File: src/rtl/ccwc_pkg.sv
`timescale 1ns / 1ps
// Package for the coin change way counter: table sizing, register reset value,
// action codes and the command/status structs between controller and datapath.
// No dependencies.
package ccwc_pkg;

  localparam int unsigned CCWC_TABLE_DEPTH = 8192;
  localparam int unsigned CCWC_AMOUNT_W    = 13;
  localparam int unsigned CCWC_WAYS_W      = 64;
  localparam logic [CCWC_AMOUNT_W-1:0] CCWC_MAX_AMOUNT_RST = 13'd6000;

  // Action codes carried on the input tuser
  localparam logic [1:0] ACT_CLEAR = 2'd0;
  localparam logic [1:0] ACT_ADD   = 2'd1;
  localparam logic [1:0] ACT_QUERY = 2'd2;

  typedef enum logic [2:0] {
    ST_INIT,
    ST_IDLE,
    ST_DECODE,
    ST_CLEAR,
    ST_ADD_RD,
    ST_ADD_WR,
    ST_QUERY,
    ST_DONE
  } ccwc_state_e;

  // Controller to datapath
  typedef struct packed {
    logic capture;    // latch the input beat
    logic clr_start;  // rewind the sweep index to zero
    logic clr_step;   // write one cleared entry, advance
    logic add_start;  // load the sweep index with the coin value
    logic add_rd;     // issue reads of entry j - coin and entry j
    logic add_wr;     // write the saturated sum into entry j, advance
    logic q_rd;       // issue the read of the queried entry
    logic q_take;     // latch the read data as the result count
    logic load_out;   // move the result into the output register
  } ccwc_cmd_t;

  // Datapath to controller
  typedef struct packed {
    logic [1:0] act;
    logic       err;
    logic       idx_at_top;
    logic       idx_at_lim;
    logic       out_free;
  } ccwc_sts_t;

endpackage

File: src/rtl/ccwc_ctrl.sv
`timescale 1ns / 1ps
// Controller of the coin change way counter: sequences clear sweeps, coin
// update sweeps and queries. Depends on ccwc_pkg.
module ccwc_ctrl
  import ccwc_pkg::*;
(
  input  logic      clk_i,
  input  logic      rst_ni,
  input  logic      in_valid_i,
  output logic      in_ready_o,
  input  ccwc_sts_t sts_i,
  output ccwc_cmd_t cmd_o
);

  ccwc_state_e state_q, state_d;

  // State register
  always_ff @(posedge clk_i or negedge rst_ni) begin
    if (!rst_ni) begin
      state_q <= ST_INIT;
    end else begin
      state_q <= state_d;
    end
  end

  // Next state and commands
  always_comb begin
    state_d    = state_q;
    cmd_o      = '0;
    in_ready_o = 1'b0;
    unique case (state_q)
      ST_INIT: begin
        cmd_o.clr_step = 1'b1;
        if (sts_i.idx_at_top) begin
          state_d = ST_IDLE;
        end
      end
      ST_IDLE: begin
        in_ready_o = 1'b1;
        if (in_valid_i) begin
          cmd_o.capture = 1'b1;
          state_d       = ST_DECODE;
        end
      end
      ST_DECODE: begin
        if (sts_i.err) begin
          state_d = ST_DONE;
        end else begin
          unique case (sts_i.act)
            ACT_CLEAR: begin
              cmd_o.clr_start = 1'b1;
              state_d         = ST_CLEAR;
            end
            ACT_ADD: begin
              cmd_o.add_start = 1'b1;
              state_d         = ST_ADD_RD;
            end
            ACT_QUERY: begin
              cmd_o.q_rd = 1'b1;
              state_d    = ST_QUERY;
            end
            default: begin
              state_d = ST_DONE;
            end
          endcase
        end
      end
      ST_CLEAR: begin
        cmd_o.clr_step = 1'b1;
        if (sts_i.idx_at_top) begin
          state_d = ST_DONE;
        end
      end
      ST_ADD_RD: begin
        cmd_o.add_rd = 1'b1;
        state_d      = ST_ADD_WR;
      end
      ST_ADD_WR: begin
        cmd_o.add_wr = 1'b1;
        state_d      = sts_i.idx_at_lim ? ST_DONE : ST_ADD_RD;
      end
      ST_QUERY: begin
        cmd_o.q_take = 1'b1;
        state_d      = ST_DONE;
      end
      ST_DONE: begin
        if (sts_i.out_free) begin
          cmd_o.load_out = 1'b1;
          state_d        = ST_IDLE;
        end
      end
      default: begin
        state_d = ST_IDLE;
      end
    endcase
  end

endmodule

File: config.mk
export PLATFORM = sky130hd
export DESIGN_NAME = ccwc_ctrl
export DESIGN_NICKNAME = d
export VERILOG_FILES = /design/src/rtl/ccwc_pkg.sv /design/src/rtl/ccwc_ctrl.sv
export SDC_FILE = /design/constraint.sdc
export NUM_CORES = 1
export LEC_CHECK = 0
export BUFFER_PORTS_ARGS = -buffer_cell sky130_fd_sc_hd__buf_4
export CAP_MARGIN = 20
export CORE_AREA = 3 3 40 42
export DETAILED_ROUTE_END_ITERATION = 8
export DIE_AREA = 0 0 43 45
export GPL_TIMING_DRIVEN = 1
export HOLD_SLACK_MARGIN = 0.1
export REMOVE_ABC_BUFFERS = 1
export SLEW_MARGIN = 20
export SYNTH_ARGS = -nofsm -noshare
export SYNTH_HDL_FRONTEND = slang
export SYNTH_SLANG_ARGS = --single-unit
File: constraint.sdc
create_clock -name clk_i -period 1.5 [get_ports clk_i]
set_input_delay 0.3 -clock clk_i [delete_from_list [all_inputs] [get_ports clk_i]]
set_output_delay 0.3 -clock clk_i [all_outputs]
set_load 0.05 [all_outputs]
==> results.sh <==
export IMPL_numCtsBuffers=3
export IMPL_power_density_mw_per_mm2=2060
export IMPL_min_period_ns=1.536
export IMPL_chipHeight_um=45
export IMPL_fin_ws_ns=-0.03560
export IMPL_synth_area_um2=322.8
export IMPL_netlist_top_cells_area="dfrtp_1, ha_1, a21oi_1"
export IMPL_violations="setup timing"
export IMPL_ant_nets=0
export IMPL_max_freq_mhz=651.2
export IMPL_fin_crit_sh_pct=102.4
export IMPL_switching_power_mw=0.6364
export IMPL_vias=367
export IMPL_yosysSeqAreaShare_pct=23.26
export IMPL_avgSynthCellArea_um2=8.277
export IMPL_syn_inst=39
export IMPL_largest_register_ffs=3
export IMPL_avgRoutedWirePerCell_um=10.48
export IMPL_start_kind="flop"
export IMPL_final_common_cell="buf_4"
export IMPL_path_max_fanout=6
export IMPL_pwr_share_comb_pct=71.6
export IMPL_worstHoldPathType="primary input to flop"
export IMPL_clock_sinks=3
export IMPL_antenna_found_initial=0
export IMPL_setup_tns_ns=-0.03560
export IMPL_fin_nets=80
export IMPL_start_util_pct=25.12
export IMPL_die_x_um=43
export IMPL_nFillCells=132
export IMPL_grt_use_total_pct=10.00
export IMPL_finalHoldViolations=0
export IMPL_dr_first_iter_drc_count=5
export IMPL_yosysTopAreaCell="dfrtp_1"
export IMPL_synthToLayoutAreaGrowth_pct=90.70
export IMPL_drt_first_pass_iters=4
export IMPL_top_regs="state_q: 3 flops"
export IMPL_diodes=0
export IMPL_io_pins=19
export IMPL_worst_pin_slew_ns=0.2975
export IMPL_grt_pass1_vias=375
export IMPL_critPathArrivalTime_ns=1.24
export IMPL_setup_viol_count_final=1
export IMPL_worst_slew_margin_rel_pct=79.98
export IMPL_drc=0
export IMPL_ir_drop_uv=626.3
export IMPL_synth_top_area_share_pct=23.26
export IMPL_grt_max_degree=12
export IMPL_rows=13
export IMPL_slew_violations=0
export IMPL_grt_pass1_wl_um=1497
export IMPL_seqPwrFrac_pct=17.3
export IMPL_synth_cell_type_count=21
export IMPL_routed_wl_um=859
export IMPL_crit_type="flop to output pin"
export IMPL_p_leak_nw=0.3049
export IMPL_routabilityCongestion=0.6980
export IMPL_drive_above_1_share_pct=61.19
export IMPL_die_area_mm2=0.001935
export IMPL_cts_tree="yes"
export IMPL_whs_ns=0.3481
export IMPL_crit_path_end_kind="output pin"
export IMPL_root_buffer="clkbuf_4"
export IMPL_via_per_inst=4.476
export IMPL_p_int_mw=0.6319
export IMPL_switching_share_pct=50.18
export IMPL_p_total_mw=1.268
export IMPL_core_mm2=0.001285
export IMPL_h_tree_depth=1
export IMPL_grt_overflow=0
export IMPL_regMostFlops="state_q"
export IMPL_clk_latency_ns=0.23
export IMPL_post_dp_hpwl_um=623.6
export IMPL_clk_pin_slew_worst_paths_ns=0.04
export IMPL_skew_ns=0.003179
export IMPL_p_clk_share_pct=11.0
export IMPL_required_ns=1.20
export IMPL_status="complete, but fails checks"
export IMPL_ys_ff_latch=3
export IMPL_io_buffers=18
export IMPL_regArea_um2=78.83
export IMPL_max_clock_path_buffers=2
export IMPL_max_cap_viol_count=0
export IMPL_layout_common_cells="buf_4, buf_6, a21oi_1"
export IMPL_rsz0062_at_grt="yes"
export IMPL_multi_input_area_um2=252.7
export IMPL_yosys_warnings=0
[power by group through the flow]
stage               Sequential [mW]  Combinational (mW)  Clock (mW)
floorplan                     0.193               0.489           0
global placement              0.211               0.689           0
detailed placement            0.213               0.693           0
CTS                           0.208               0.815       0.145
global route                  0.228               0.969       0.154
finish                        0.220               0.909       0.140
[synth_stat cells]
library cell and n:
nor2_1 5, o21ai_0 1, inv_1 3, a21bo_2 1
ha_1 3, nor3_1 1, nand3_1 1, and2_1 2
dfrtp_1 3, nand2b_1 3, nor3_2 1, and3_1 3
buf_6 1, or3b_1 1, nor3b_1 1, and4bb_1 1
a221oi_2 1, nor2b_2 1, nor4_1 1, buf_2 1
a21oi_1 4
[critical path, stage by stage, from the launching register on]
cell and delay, ns:
dfrtp_2 0.40, nor2b_4 0.21, and4bb_1 0.23, buf_6 0.16
[cell families after synthesis]
kind of cell | after synthesis | synth area share, %
buf+inv | 5 | 8.525
simple gates | 21 | 41.09
fa+ha+maj | 3 | 11.63
compound gates | 7 | 15.50
flops | 3 | 23.26
[final cells by class]
type | count | area share [%]
flip-flops and latches | 3 | 12.80
repair buffers | 26 | 36.99
inverters | 3 | 1.829
well taps | 15 | 3.049
clock buffers | 4 | 4.268
multi-input cells | 31 | 41.06
[stage by stage]
step | utilization [%] | cells | worst slack [ns] | cell area (um^2)
5_1_grt | 47.91 | 82 | -0.07236 | 615.6
3_5_place_dp | 37.00 | 72 | 0.05752 | 475.5
4_1_cts | 44.11 | 81 | -0.03226 | 566.8
6_report | 47.91 | 82 | -0.03560 | 615.6
3_3_place_gp | 37.00 | 72 | 0.08805 | 475.5
2_1_floorplan | - | 37 | -0.4952 | 306.5
[repair_timing]
action	4_1_cts	5_1_grt
buffers inserted	4	1
endpoints found under the setup margin	8	10
pin swaps	0	3
endpoints found under the hold margin	3	0
gates resized for setup	9	12
hold buffers	1	0
[per-layer routing]
layer	vias to the layer above	wire [um]	GRT usage, %
met1	159	393	13.77
met5	-	0	0
met2	15	375	14.67
li1	191	-	-
met3	2	77	0.7968
met4	0	14	7.229
[path summary, 6_finish.rpt]
path / from / end / slack (ns) / cells past startpoint
worst max-delay path: state_q[1]$_DFFE_PN0P_ / cmd_o[7] / -0.04 / 3
worst min-delay path: sts_i[2] / state_q[0]$_DFFE_PN0P_ / 0.35 / 3
worst max register to register: state_q[0]$_DFFE_PN0P_ / state_q[2]$_DFFE_PN0P_ / 0.22 / 4
worst min register to register: state_q[0]$_DFFE_PN0P_ / state_q[1]$_DFFE_PN0P_ / 0.63 / 2
max in group asynchronous: rst_ni / state_q[0]$_DFFE_PN0P_ / 1.00 / 2
min in group asynchronous: rst_ni / state_q[1]$_DFFE_PN0P_ / 0.39 / 2
No activity file was read; power rests on OpenSTA's default activity.
